### src/hdl/ffha_ram.sv
// Generic single-port RAM with a registered read port.
// Stand-alone; no package dependencies.
module ffha_ram #(
   parameter int WIDTH = 8,
   parameter int DEPTH = 16
) (
   input  logic                     clock,
   input  logic                     wr_en,
   input  logic [$clog2(DEPTH)-1:0] addr,
   input  logic [WIDTH-1:0]         wr_data,
   output logic [WIDTH-1:0]         rd_data
);

   logic [WIDTH-1:0] mem [DEPTH];

   // One access a cycle: a write, if enabled, and a registered read of the old word.
   always_ff @(posedge clock) begin
      if (wr_en) begin
         mem[addr] <= wr_data;
      end
      rd_data <= mem[addr];
   end

endmodule

### config.mk
export PLATFORM = sky130hd
export DESIGN_NAME = ffha_ram
export DESIGN_NICKNAME = d
export VERILOG_FILES = /design/src/hdl/ffha_ram.sv
export SDC_FILE = /design/constraint.sdc
export NUM_CORES = 1
export LEC_CHECK = 0
export BUFFER_PORTS_ARGS = -buffer_cell sky130_fd_sc_hd__buf_4
export CAP_MARGIN = 10
export CORE_MARGIN = 2
export CORE_UTILIZATION = 55
export DETAILED_ROUTE_END_ITERATION = 12
export PLACE_DENSITY = 0.72
export SLEW_MARGIN = 15
export SYNTH_ARGS = -nofsm -noshare
export SYNTH_HDL_FRONTEND = slang
export SYNTH_SLANG_ARGS = --single-unit
### constraint.sdc
create_clock -name clock -period 1.9 [get_ports clock]
set_input_delay 0.095 -clock clock [delete_from_list [all_inputs] [get_ports clock]]
set_output_delay 0.095 -clock clock [all_outputs]
set_load 0.05 [all_outputs]
==> results of run 1 <==
cells in the mapped netlist (all sizes together):
library cell	number
edfxtp	128
mux4	32
a22oi	16
nor2	13
nand2	9
buf	8
dfxtp	8
nor3	4
clkbuf	3
nand2b	2
nand3b	2
nor2b	2
and2	1
nand3	1
or3b	1
routing by layer:
| metal | wire length [um] | part of all wire (%) |
|---|---|---|
| met4 | 107 | 1.2 |
| met2 | 5060 | 54 |
| met3 | 396 | 4.3 |
| met5 | 0 | 0 |
| met1 | 3730 | 40 |
sequential cells by signal (all words and copies together), names as in the netlist:
name     flops
mem        128
rd_data      8
layout by cell type (no fill, tap or decap), drive strengths merged, types with 2 or more instances in the layout:
cell / instances
clkbuf: 18
nand2b: 2
buf: 44
mux4: 32
bufinv: 7
nand3b: 2
dfxtp: 8
a22oi: 16
inv: 4
nor3: 4
nand2: 9
dlygate4sd3: 8
nor2b: 2
edfxtp: 128
clkinv: 2
nor2: 13
stage by stage:
| step | util (%) | hold WS [ns] | instance area (um^2) | power [W] | std cells |
|---|---|---|---|---|---|
| 3_5_place_dp | 60.3 | 0.415 | 5490 | 0.00384 | 374 |
| 5_1_grt | 68.8 | 0.116 | 6260 | 0.00779 | 414 |
| 6_report | 68.8 | 0.110 | 6260 | 0.00758 | 414 |
| 3_3_place_gp | 60.3 | 0.392 | 5490 | 0.00383 | 374 |
| 4_1_cts | 68.8 | 0.0949 | 6260 | 0.00764 | 414 |
| 2_1_floorplan | - | 0.194 | 5070 | 0.00367 | 230 |
area by class of cell:
type,count,area (um^2)
sequential,136,4000
clock buffer,18,428
multi-input combinational,83,1000
fill,566,2850
timing repair buffer,52,423
clock inverter,14,267
tap,111,139
worst register-to-register path: stages, from the launching register on:
cell and delay [ns]:
edfxtp_1 0.37, mux4_2 0.50, a22oi_1 0.22, nand2_1 0.11
how the worst max path moves through the flow:
stage / startpoint / endpoint / slack [ns] / depth (start not counted)
2_1_floorplan: addr[2] / mem[0][0] / 0.31 / 2
3_3_place_gp: addr[0] / rd_data[7] / 0.27 / 5
3_5_place_dp: addr[3] / mem[4][2] / 0.25 / 3
4_1_cts: mem[2][0] / rd_data[0] / 0.57 / 3
5_1_grt: mem[3][2] / rd_data[2] / 0.53 / 3
6_report: mem[11][0] / rd_data[0] / 0.58 / 3
power breakdown:
group          internal, W  switching, W  leakage (nW)  total [W]
clock network      0.00258       0.00121         0.337    0.00379
logic             0.000170      0.000248         0.566   0.000418
registers          0.00335     0.0000183          1.22    0.00337
timing repair:
action	CTS	global route
hold buffers	8	0
hold endpoints to repair	128	0
setup endpoints to repair	0	0
cells by family (layout without fill, tap and decap cells):
group           after synthesis  after routing  synth area share, %
flops                       136            136                 79.0
buf+inv                      11             84                 1.19
compound gates               16             16                 2.37
simple gates                 35             35                 3.21
mux                          32             32                 14.2
==> metrics.json, run 1 <==
{
  "status": {"value": "complete, no violations"},
  "post_route_cells_drive_above_1_share": {"value": 36.0, "unit": "%"},
  "clkSinkCount": {"value": 136},
  "grt_busiest_layer": {"value": "met2"},
  "setup.reg_to_reg.worst_slack": {"value": 0.58, "unit": "ns"},
  "timing.max_slew.rel_slack": {"value": 31.2, "unit": "%"},
  "final_critical_path_setup_slack": {"value": 0.583, "unit": "ns"},
  "max-cap-violations": {"value": 0},
  "worstHoldStart": {"value": "addr[1]"},
  "clock_buffers_created_by_tritoncts": {"value": 17},
  "tightest_slew": {"value": 1.02, "unit": "ns"},
  "worst_endpoint_required_time": {"value": 2.29, "unit": "ns"},
  "detail_route.vias_per_cell": {"value": 5.88},
  "library_cell_with_the_largest_summed_area_after_synthesis": {"value": "edfxtp_1"},
  "minimum_clock_period_after_layout": {"value": 1.32, "unit": "ns"},
  "postCtsResizedCells": {"value": 0},
  "grt_util_met2": {"value": 34.5, "unit": "%"},
  "fin_nets": {"value": 304},
  "route.antenna.remaining_nets": {"value": 0},
  "min_to": {"value": "mem[4][0]"},
  "slowest_delay": {"value": 0.50, "unit": "ns"},
  "grt_setup_unrepaired": {"value": "no"},
  "grt_use_total": {"value": 20.3, "unit": "%"},
  "worstPathBufferInverterCount": {"value": 0},
  "timing.critical_path.max_delay_family": {"value": "multiplexers"},
  "netlist_instances": {"value": 230},
  "global_route_wire_length_before_repair": {"value": 14.3, "unit": "mm"},
  "finalSetupViolCount": {"value": 0},
  "design.portCount": {"value": 22},
  "port_buffers": {"value": 21},
  "setup_tns": {"value": 0, "unit": "ns"},
  "slew_violations": {"value": 0},
  "clk-insertion-delay-late": {"value": 0.51, "unit": "ns"},
  "synth.yosys.warnings": {"value": 0},
  "regToRegEndpoint": {"value": "rd_data[0]"},
  "insertedDiodeCount": {"value": 0},
  "fmax_achieved": {"value": 759, "unit": "MHz"},
  "floorplan.die.width": {"value": 100, "unit": "um"},
  "placement.setup.worst_slack": {"value": 0.245, "unit": "ns"},
  "clockRootBuffer": {"value": "clkbuf_8"},
  "core_area": {"value": 9110, "unit": "um^2"},
  "path_class_of_the_lowest_slack_min_delay_path": {"value": "input pin to flip-flop"},
  "globalRouteOverflowTotal": {"value": 0},
  "num_vias": {"value": 2434},
  "finClkSkew": {"value": 0.00826, "unit": "ns"},
  "post_synth_num_cell_types": {"value": 18},
  "ys_top_cells_by_area": {"value": "edfxtp_1 76%, mux4_2 14%, dfxtp_1 3.2%"},
  "dr.pass1.iters": {"value": 4},
  "mappedNetlistNets": {"value": 244},
  "post_cts_buffers": {"value": 0},
  "timing.setup.critical_path_class": {"value": "flip-flop to flip-flop"},
  "postSynthAreaPerCell": {"value": 22.0, "unit": "um^2"},
  "wirelength": {"value": 9.30, "unit": "mm"},
  "initial_utilization": {"value": 55.6, "unit": "%"},
  "groute.layer.met1.usage": {"value": 25.6, "unit": "%"},
  "ys_seq_area_share": {"value": 79.0, "unit": "%"},
  "core.rowCount": {"value": 35},
  "critical_path.cell_chain": {"value": "mux4_2 > a22oi_1 > nand2_1"},
  "drt-wirelength-per-cell": {"value": 22.5, "unit": "um"},
  "cpMaxStageDelayCell": {"value": "mux4_2"},
  "use_met3": {"value": 5.08, "unit": "%"},
  "rr_startpoint": {"value": "mem[11][0]"},
  "clock_path_buffers": {"value": 2},
  "clock_pin_slew_reported_for_the_worst_setup_and_hold_paths_after_clock_tree_synthesis": {"value": 0.07, "unit": "ns"},
  "drt_drc_violations_left": {"value": 0},
  "largest_net_degree_at_the_start_of_global_routing": {"value": 20},
  "fp.dieArea": {"value": 10000, "unit": "um^2"},
  "timing.critical_path.fanout_max": {"value": 1},
  "synth.cell_area": {"value": 5070, "unit": "um^2"},
  "htree_levels": {"value": 4},
  "syn_to_final_growth": {"value": 23.6, "unit": "%"},
  "leakagePower": {"value": 2.13, "unit": "nW"},
  "power_density_over_the_cells": {"value": 1210, "unit": "nW/um^2"},
  "cts_tree": {"value": "done"},
  "wp_data_arrival": {"value": 1.71, "unit": "ns"},
  "first_global_vias": {"value": 2535},
  "finalHoldViolations": {"value": 0},
  "min_delay_path_depth": {"value": 2},
  "routabilityCongestion": {"value": 0.779},
  "dp_hpwl": {"value": 6.11, "unit": "mm"},
  "cp_endpoint_kind": {"value": "flip-flop"},
  "finalCritPeriodShare": {"value": 69.3, "unit": "%"},
  "drt_iter0_drcs": {"value": 139},
  "synth_top_area_share": {"value": 75.9, "unit": "%"},
  "dieHeight": {"value": 100, "unit": "um"},
  "startpoint_type": {"value": "flip-flop"},
  "irDropWorstVdd": {"value": 0.669, "unit": "mV"},
  "synth-seq-cells": {"value": 136},
  "reg2reg_path_depth": {"value": 3},
  "antenna_found_initial": {"value": 0}
}
Power figures use the tool's default switching activity.
==> inputs of run 2 (changes only) <==
Settings changed: ABC_AREA set to 1.
Clock period 1.9 ns to 1.4 ns, I/O delays scaled along.
==> metrics.json, run 2 <==
{
  "status": {"value": "complete, no violations", "change": "unchanged"},
  "timing.setup.critical_path_class": {"value": "flip-flop to output port", "change": "was flip-flop to flip-flop"},
  "routabilityCongestion": {"value": 0.913, "change": "was 0.779"},
  "fp.dieArea": {"value": 11000, "unit": "um^2", "change": "was 10000 um^2"},
  "clkSinkCount": {"value": 136, "change": "unchanged"},
  "syn_to_final_growth": {"value": 19.7, "unit": "%", "change": "was 23.6%"},
  "synth.cell_area": {"value": 5590, "unit": "um^2", "change": "was 5070 um^2"},
  "path_class_of_the_lowest_slack_min_delay_path": {"value": "input pin to flip-flop", "change": "unchanged"},
  "finClkSkew": {"value": 0.00750, "unit": "ns", "change": "was 0.00826 ns"},
  "leakagePower": {"value": 2.90, "unit": "nW", "change": "was 2.13 nW"},
  "tightest_slew": {"value": 0.316, "unit": "ns", "change": "was 1.02 ns"},
  "antenna_found_initial": {"value": 0, "change": "unchanged"},
  "path_depth": {"value": 1, "change": "was 3"},
  "regMostFlops": {"value": "mem", "change": "unchanged"},
  "route.antenna.remaining_nets": {"value": 0, "change": "unchanged"},
  "largest_register_ff_count": {"value": 128, "change": "unchanged"},
  "slew_violations": {"value": 0, "change": "unchanged"},
  "global_route_wire_length_before_repair": {"value": 19.4, "unit": "mm", "change": "was 14.3 mm"},
  "dr.pass1.iters": {"value": 5, "change": "was 4"},
  "switching_share": {"value": 22.5, "unit": "%", "change": "was 19.5%"},
  "final_critical_path_setup_slack": {"value": 0.304, "unit": "ns", "change": "was 0.583 ns"},
  "power_frac_clock": {"value": 45.3, "unit": "%", "change": "was 50.0%"},
  "post_synth_num_cell_types": {"value": 11, "change": "was 18"},
  "insertedDiodeCount": {"value": 0, "change": "unchanged"},
  "grt_use_total": {"value": 23.7, "unit": "%", "change": "was 20.3%"},
  "floorplan.die.width": {"value": 105, "unit": "um", "change": "was 100 um"},
  "drt_drc_violations_left": {"value": 0, "change": "unchanged"},
  "cp_endpoint_kind": {"value": "output port", "change": "was flip-flop"},
  "synth.yosys.warnings": {"value": 0, "change": "unchanged"},
  "synth-main-ff-cell": {"value": "edfxtp_1", "change": "unchanged"},
  "globalRouteOverflowTotal": {"value": 0, "change": "unchanged"},
  "clock_buffers_created_by_tritoncts": {"value": 17, "change": "unchanged"},
  "dieHeight": {"value": 105, "unit": "um", "change": "was 100 um"},
  "clockRootBuffer": {"value": "clkbuf_8", "change": "unchanged"},
  "largest_net_degree_at_the_start_of_global_routing": {"value": 33, "change": "was 20"},
  "postSynthAreaPerCell": {"value": 10.2, "unit": "um^2", "change": "was 22.0 um^2"},
  "initial_utilization": {"value": 57.0, "unit": "%", "change": "was 55.6%"},
  "timing.max_slew.rel_slack": {"value": 78.9, "unit": "%", "change": "was 31.2%"},
  "critical_path.cell_chain": {"value": "buf_4", "change": "was mux4_2 > a22oi_1 > nand2_1"},
  "synth_top_cells_by_count": {"value": "346 x nand2_1, 128 x edfxtp_1, 21 x inv_1", "change": "was 128 x edfxtp_1, 32 x mux4_2, 16 x a22oi_1"},
  "netlist_instances": {"value": 548, "change": "was 230"},
  "cts_tree": {"value": "done", "change": "unchanged"},
  "max-cap-violations": {"value": 0, "change": "unchanged"},
  "core_area": {"value": 9820, "unit": "um^2", "change": "was 9110 um^2"},
  "clock_path_buffers": {"value": 2, "change": "unchanged"},
  "core.rowCount": {"value": 36, "change": "was 35"},
  "finalSetupViolCount": {"value": 0, "change": "unchanged"},
  "top_regs": {"value": "mem (128), rd_data (8)", "change": "unchanged"},
  "synth_top_area_share": {"value": 68.7, "unit": "%", "change": "was 75.9%"},
  "synth-seq-cells": {"value": 136, "change": "unchanged"},
  "clock_pin_slew_reported_for_the_worst_setup_and_hold_paths_after_clock_tree_synthesis": {"value": 0.06, "unit": "ns", "change": "was 0.07 ns"},
  "switchingPower": {"value": 0.00218, "unit": "W", "change": "was 0.00148 W"},
  "power_density_over_the_cells": {"value": 1440, "unit": "nW/um^2", "change": "was 1210 nW/um^2"},
  "first_global_vias": {"value": 3878, "change": "was 2535"},
  "dp_hpwl": {"value": 7.35, "unit": "mm", "change": "was 6.11 mm"},
  "num_vias": {"value": 3804, "change": "was 2434"},
  "power_report.internal_total": {"value": 0.00747, "unit": "W", "change": "was 0.00610 W"},
  "min_delay_path_depth": {"value": 7, "change": "was 2"},
  "minimum_clock_period_after_layout": {"value": 1.10, "unit": "ns"},
  "layout.cell_area.non_filler": {"value": 6690, "unit": "um^2", "change": "was 6260 um^2"},
  "final_cell_mix": {"value": "346 x nand2_1, 128 x edfxtp_1, 45 x buf_4, 21 x inv_1, 18 x nor2_1", "change": "was 128 x edfxtp_1, 43 x buf_4, 32 x mux4_2, 16 x a22oi_1, 16 x clkbuf_16"},
  "async_flop_share": {"value": 0, "unit": "%", "change": "unchanged"},
  "startpoint_type": {"value": "flip-flop", "change": "unchanged"},
  "ys_seq_area_share": {"value": 71.6, "unit": "%", "change": "was 79.0%"},
  "timing.critical_path.fanout_max": {"value": 1, "change": "unchanged"},
  "fin_nets": {"value": 615, "change": "was 304"},
  "design.portCount": {"value": 22, "change": "unchanged"},
  "timing.critical_path.max_delay_family": {"value": "flip-flops", "change": "was multiplexers"},
  "postCtsResizedCells": {"value": 0, "change": "unchanged"},
  "synth-edff-count": {"value": 128, "change": "unchanged"},
  "fmax_achieved": {"value": 912, "unit": "MHz"},
  "worst_endpoint_required_time": {"value": 1.33, "unit": "ns", "change": "was 2.29 ns"},
  "worstPathBufferInverterCount": {"value": 1, "change": "was 0"},
  "wp_data_arrival": {"value": 1.03, "unit": "ns", "change": "was 1.71 ns"},
  "grt_setup_unrepaired": {"value": "no", "change": "unchanged"},
  "mostFrequentLayoutCell": {"value": "nand2_1", "change": "was edfxtp_1"},
  "port_buffers": {"value": 21, "change": "unchanged"},
  "drt_iter0_drcs": {"value": 284, "change": "was 139"},
  "wirelength": {"value": 12.1, "unit": "mm", "change": "was 9.30 mm"},
  "mappedNetlistNets": {"value": 562, "change": "was 244"},
  "drt-wirelength-per-cell": {"value": 16.2, "unit": "um", "change": "was 22.5 um"},
  "slowest_delay": {"value": 0.32, "unit": "ns", "change": "was 0.50 ns"},
  "clk-insertion-delay-late": {"value": 0.52, "unit": "ns", "change": "was 0.51 ns"},
  "post_route_cells_drive_above_1_share": {"value": 13.0, "unit": "%", "change": "was 36.0%"},
  "finalCritPeriodShare": {"value": 78.3, "unit": "%"},
  "htree_levels": {"value": 4, "change": "unchanged"},
  "detail_route.vias_per_cell": {"value": 5.09, "change": "was 5.88"},
  "placement.setup.worst_slack": {"value": 0.126, "unit": "ns", "change": "was 0.245 ns"},
  "most_common_cell_in_the_synthesized_netlist": {"value": "nand2_1", "change": "was edfxtp_1"},
  "pwr-share-comb": {"value": 7.2, "unit": "%", "change": "was 5.5%"},
  "finalHoldViolations": {"value": 0, "change": "unchanged"},
  "power_share_of_the_sequential_group": {"value": 47.4, "unit": "%", "change": "was 44.5%"},
  "irDropWorstVdd": {"value": 0.996, "unit": "mV", "change": "was 0.669 mV"},
  "reg2reg_path_depth": {"value": 8, "change": "was 3"},
  "cpMaxStageDelayCell": {"value": "dfxtp_1", "change": "was mux4_2"},
  "dpl_cell_area": {"value": 6020, "unit": "um^2", "change": "was 5490 um^2"},
  "num-fill-cells": {"value": 746, "change": "was 566"},
  "ys_top_cells_by_area": {"value": "edfxtp_1 69%, nand2_1 23%, dfxtp_1 2.9%", "change": "was edfxtp_1 76%, mux4_2 14%, dfxtp_1 3.2%"},
  "library_cell_with_the_largest_summed_area_after_synthesis": {"value": "edfxtp_1", "change": "unchanged"}
}
==> run 2: worst reg2reg max path, stage by stage (launching register included) <==
cell and delay, ns:
edfxtp_1 0.36, nand2_1 0.07, nand2_1 0.08, nand2_1 0.08
nand2_1 0.05, nand2_1 0.05, nand2_1 0.05, inv_1 0.08
nand2_1 0.07
==> run 2: per-layer routing <==
metal	routed length, um	part of all wire, %	vias up	GRT usage [%]
met5	0	0	-	0
met1	5020	42	1768	30.7
met3	924	7.7	27	6.36
met2	5860	49	153	38.1
li1	-	-	1856	-
met4	268	2.2	0	10.1
==> run 2: timing repair <==
action,4_1_cts,5_1_grt
setup endpoints to repair,0,0
setup buffers,0,0
hold buffers,8,0
endpoints found under the hold margin,128,0
==> run 2: worst paths after layout <==
kind | slack (ns) | from | end
max reg2reg | 0.39 | mem[3][7] | rd_data[7]
min | 0.1 | addr[1] | rd_data[0]
max | 0.30 | rd_data[4] | rd_data[4]
min reg2reg | 0.70 | mem[0][5] | rd_data[5]
==> run 2: final cells by class <==
class	instances	area [um^2]	share of cell area [%]
repair buffers	55	458	6.84
well taps	133	166	2.49
inverters	23	86.3	1.29
clock inverters	15	179	2.67
flip-flops and latches	136	4000	59.8
multi-input cells	368	1390	20.7
clock buffers	17	414	6.19
==> run 2: cell families (layout without fill, tap and decap cells) <==
group	Yosys count	in the layout	synth area share (%)
DFF	136	136	71.6
buffers and inverters	44	110	3.62
and+or+nand+nor	368	368	24.8
==> run 2: stage by stage <==
stage               total power, W  instances  TNS (ns)  hold WS (ns)  util [%]
floorplan                  0.00507        548     -2.37         0.169         -
global placement           0.00533        707         0         0.436      61.3
detailed placement         0.00534        707         0         0.437      61.3
CTS                        0.00969        747         0        0.0839      68.2
global route               0.00995        747         0         0.141      68.2
finish                     0.00965        747         0        0.0962      68.2
==> run 2: power by group through the flow <==
stage | clock (W) | combinational (W) | sequential, W
after floorplan | 0 | 0.000314 | 0.00476
after global placement | 0 | 0.000669 | 0.00466
after detailed placement | 0 | 0.000675 | 0.00466
after CTS | 0.00441 | 0.000699 | 0.00458
after global routing | 0.00460 | 0.000771 | 0.00458
final | 0.00437 | 0.000700 | 0.00458
==> inputs of run 3 (changes only) <==
Settings changed: ABC_AREA 1 to 0.
Clock period 1.4 ns to 1.1 ns, I/O delays scaled along.
==> metrics.json, run 3 (synthesis results as in run 1) <==
{
  "status": {"value": "finished, violations left", "change": "was complete, no violations"},
  "violated_checks": {"value": "negative setup slack"},
  "design.portCount": {"value": 22, "change": "unchanged"},
  "grt_use_total": {"value": 22.0, "unit": "%", "change": "was 23.7%"},
  "clkSinkCount": {"value": 136, "change": "unchanged"},
  "clockRootBuffer": {"value": "clkbuf_8", "change": "unchanged"},
  "cp_endpoint_kind": {"value": "flip-flop", "change": "was output port"},
  "route.antenna.remaining_nets": {"value": 0, "change": "unchanged"},
  "clock_path_buffers": {"value": 2, "change": "unchanged"},
  "placed_cells_incl_taps": {"value": 380, "change": "was 707"},
  "global_route_wire_length_before_repair": {"value": 15.4, "unit": "mm", "change": "was 19.4 mm"},
  "wp_data_arrival": {"value": 1.68, "unit": "ns", "change": "was 1.03 ns"},
  "finalHoldViolations": {"value": 0, "change": "unchanged"},
  "first_global_vias": {"value": 2597, "change": "was 3878"},
  "final_util": {"value": 72.0, "unit": "%", "change": "was 68.2%"},
  "min_delay_path_depth": {"value": 4, "change": "was 7"},
  "final_cell_mix": {"value": "128 x edfxtp_1, 34 x buf_4, 32 x mux4_2, 16 x clkbuf_16, 12 x nor2_4", "change": "was 346 x nand2_1, 128 x edfxtp_1, 45 x buf_4, 21 x inv_1, 18 x nor2_1"},
  "worst_endpoint_required_time": {"value": 1.48, "unit": "ns", "change": "was 1.33 ns"},
  "drt-wirelength-per-cell": {"value": 23.7, "unit": "um", "change": "was 16.2 um"},
  "antenna_found_initial": {"value": 0, "change": "unchanged"},
  "finClkSkew": {"value": 0.00935, "unit": "ns", "change": "was 0.00750 ns"},
  "clock_buffers_created_by_tritoncts": {"value": 17, "change": "unchanged"},
  "top_regs": {"value": "mem (128), rd_data (8)", "change": "unchanged"},
  "num-fill-cells": {"value": 522, "change": "was 746"},
  "regMostFlops": {"value": "mem", "change": "unchanged"},
  "reg2reg_path_depth": {"value": 3, "change": "was 8"},
  "layout.cell_area.non_filler": {"value": 6560, "unit": "um^2", "change": "was 6690 um^2"},
  "fmax_achieved": {"value": 775, "unit": "MHz"},
  "finalCritPeriodShare": {"value": 117, "unit": "%"},
  "final_cells": {"value": 420, "change": "was 747"},
  "clk-insertion-delay-late": {"value": 0.50, "unit": "ns", "change": "was 0.52 ns"},
  "cp-startpoint": {"value": "mem[0][3]", "change": "was rd_data[4]"},
  "core.rowCount": {"value": 35, "change": "was 36"},
  "startpoint_type": {"value": "flip-flop", "change": "unchanged"},
  "irDropWorstVdd": {"value": 1.18, "unit": "mV", "change": "was 0.996 mV"},
  "clock_pin_slew_reported_for_the_worst_setup_and_hold_paths_after_clock_tree_synthesis": {"value": 0.06, "unit": "ns", "change": "about the same"},
  "slew_violations": {"value": 0, "change": "unchanged"},
  "dp_hpwl": {"value": 6.28, "unit": "mm", "change": "was 7.35 mm"},
  "largest_register_ff_count": {"value": 128, "change": "unchanged"},
  "path_class_of_the_lowest_slack_min_delay_path": {"value": "input pin to flip-flop", "change": "unchanged"},
  "mostFrequentLayoutCell": {"value": "edfxtp_1", "change": "was nand2_1"},
  "num_vias": {"value": 2504, "change": "was 3804"},
  "dieHeight": {"value": 100, "unit": "um", "change": "was 105 um"},
  "core_area": {"value": 9110, "unit": "um^2", "change": "was 9820 um^2"},
  "timing.critical_path.fanout_max": {"value": 1, "change": "unchanged"},
  "fin_nets": {"value": 310, "change": "was 615"},
  "design_power_total": {"value": 0.0126, "unit": "W", "change": "was 0.00965 W"},
  "timing.setup.critical_path_class": {"value": "flip-flop to flip-flop", "change": "was flip-flop to output port"},
  "wirelength": {"value": 9.96, "unit": "mm", "change": "was 12.1 mm"},
  "insertedDiodeCount": {"value": 0, "change": "unchanged"},
  "drt_drc_violations_left": {"value": 0, "change": "unchanged"},
  "timing.max_slew.rel_slack": {"value": 31.7, "unit": "%", "change": "was 78.9%"},
  "routabilityCongestion": {"value": 0.786, "change": "was 0.913"},
  "initial_utilization": {"value": 55.6, "unit": "%", "change": "was 57.0%"},
  "sequential_cell_area": {"value": 4010, "unit": "um^2", "change": "was 4000 um^2"},
  "port_buffers": {"value": 21, "change": "unchanged"},
  "final_critical_path_setup_slack": {"value": -0.190, "unit": "ns", "change": "was 0.304 ns"},
  "cpMaxStageDelayCell": {"value": "mux4_2", "change": "was dfxtp_1"},
  "post_route_cells_drive_above_1_share": {"value": 46.0, "unit": "%", "change": "was 13.0%"},
  "tightest_slew": {"value": 1.02, "unit": "ns", "change": "was 0.316 ns"},
  "timing.critical_path.to": {"value": "rd_data[3]", "change": "was rd_data[4]"},
  "dpl_cell_area": {"value": 5800, "unit": "um^2", "change": "was 6020 um^2"},
  "largest_net_degree_at_the_start_of_global_routing": {"value": 17, "change": "was 33"},
  "drt_iter0_drcs": {"value": 166, "change": "was 284"},
  "leakagePower": {"value": 2.18, "unit": "nW", "change": "was 2.90 nW"},
  "power_density_over_the_cells": {"value": 1920, "unit": "nW/um^2", "change": "was 1440 nW/um^2"},
  "detail_route.vias_per_cell": {"value": 5.96, "change": "was 5.09"},
  "htree_levels": {"value": 4, "change": "unchanged"},
  "cts_tree": {"value": "done", "change": "unchanged"},
  "slowest_delay": {"value": 0.47, "unit": "ns", "change": "was 0.32 ns"},
  "minimum_clock_period_after_layout": {"value": 1.29, "unit": "ns"},
  "setup_tns": {"value": -1.24, "unit": "ns", "change": "was 0 ns"},
  "syn_to_final_growth": {"value": 29.5, "unit": "%", "change": "was 19.7%"},
  "area_used_by_multi_input_combinational_logic": {"value": 1180, "unit": "um^2", "change": "was 1390 um^2"},
  "max-cap-violations": {"value": 0, "change": "unchanged"},
  "finalSetupViolCount": {"value": 9, "change": "was 0"},
  "regToRegEndpoint": {"value": "rd_data[3]", "change": "was rd_data[7]"},
  "grt_setup_unrepaired": {"value": "yes", "change": "was no"},
  "setup.reg_to_reg.worst_slack": {"value": -0.19, "unit": "ns", "change": "was 0.39 ns"},
  "critical_path.cell_chain": {"value": "mux4_2 > a22oi_2 > nand2_1", "change": "was buf_4"},
  "globalRouteOverflowTotal": {"value": 0, "change": "unchanged"},
  "fp.dieArea": {"value": 10000, "unit": "um^2", "change": "was 11000 um^2"},
  "dr.pass1.iters": {"value": 4, "change": "was 5"},
  "floorplan.die.width": {"value": 100, "unit": "um", "change": "was 105 um"},
  "rr_startpoint": {"value": "mem[0][3]", "change": "was mem[3][7]"}
}
## run 3: changes by cell type in the layout (fill, tap and decap cells not counted), moves of 9 or more
cell and change:
buf_4 -11, buf_12 +9, mux4_2 +32, nand2_1 -338
nor2_4 +12, nor2_1 -17, inv_1 -21
## run 3: stage by stage
stage          setup slack [ns]  hold slack (ns)
2_1_floorplan           -0.0937            0.154
3_3_place_gp             -0.286            0.369
3_5_place_dp             -0.288            0.383
4_1_cts                  -0.168            0.115
5_1_grt                  -0.247            0.132
6_report                 -0.190            0.135
## run 3: report_power, final
| group | switching [W] | leakage (nW) | total, W | internal, W |
|---|---|---|---|---|
| logic | 0.000479 | 0.657 | 0.000847 | 0.000368 |
| registers | 0.0000449 | 1.22 | 0.00584 | 0.00580 |
| clock network | 0.00201 | 0.300 | 0.00591 | 0.00390 |
| total | 0.00254 | 2.18 | 0.0126 | 0.0101 |
## run 3: area by class of cell
class	count	area share, %
Clock buffer	19	6.43
Multi-Input combinational cell	83	18.0
Clock inverter	13	3.07
Timing Repair Buffer	58	9.32
Sequential cell	136	61.1
Tap cell	111	2.12
## run 3: what timing repair did
| item | 4_1_cts | 5_1_grt |
|---|---|---|
| cloned | 0 | 0 |
| pin swaps | 2 | 1 |
| endpoints found under the hold margin | 128 | 0 |
| hold buffers | 8 | 0 |
| setup endpoints to repair | 12 | 10 |
| buffers inserted | 0 | 0 |
| gates resized for setup | 15 | 1 |
## run 3: worst min path at each step
stage	startpoint	end	slack, ns
finish	addr[0]	rd_data[1]	0.13
global route	addr[0]	rd_data[1]	0.13
CTS	addr[0]	rd_data[1]	0.12
floorplan	wr_data[0]	mem[0][0]	0.15
global placement	wr_data[5]	mem[15][5]	0.37
detailed placement	wr_data[1]	mem[1][1]	0.38
## run 3: critical path: cells and delay by family (launching register included)
family | cells | cell delay [ns]
DFF | 1 | 0.39
AOI/OAI and AO/OA | 1 | 0.23
muxes | 1 | 0.47
and+or+nand+nor | 1 | 0.07
## run 3: routing by layer
metal | vias to the layer above | wire length [um] | global-route usage (%)
li1 | 1103 | - | -
met1 | 1313 | 4140 | 29.4
met2 | 84 | 5240 | 35.9
met3 | 4 | 509 | 4.74
met4 | 0 | 68 | 8.96
met5 | - | 0 | 0
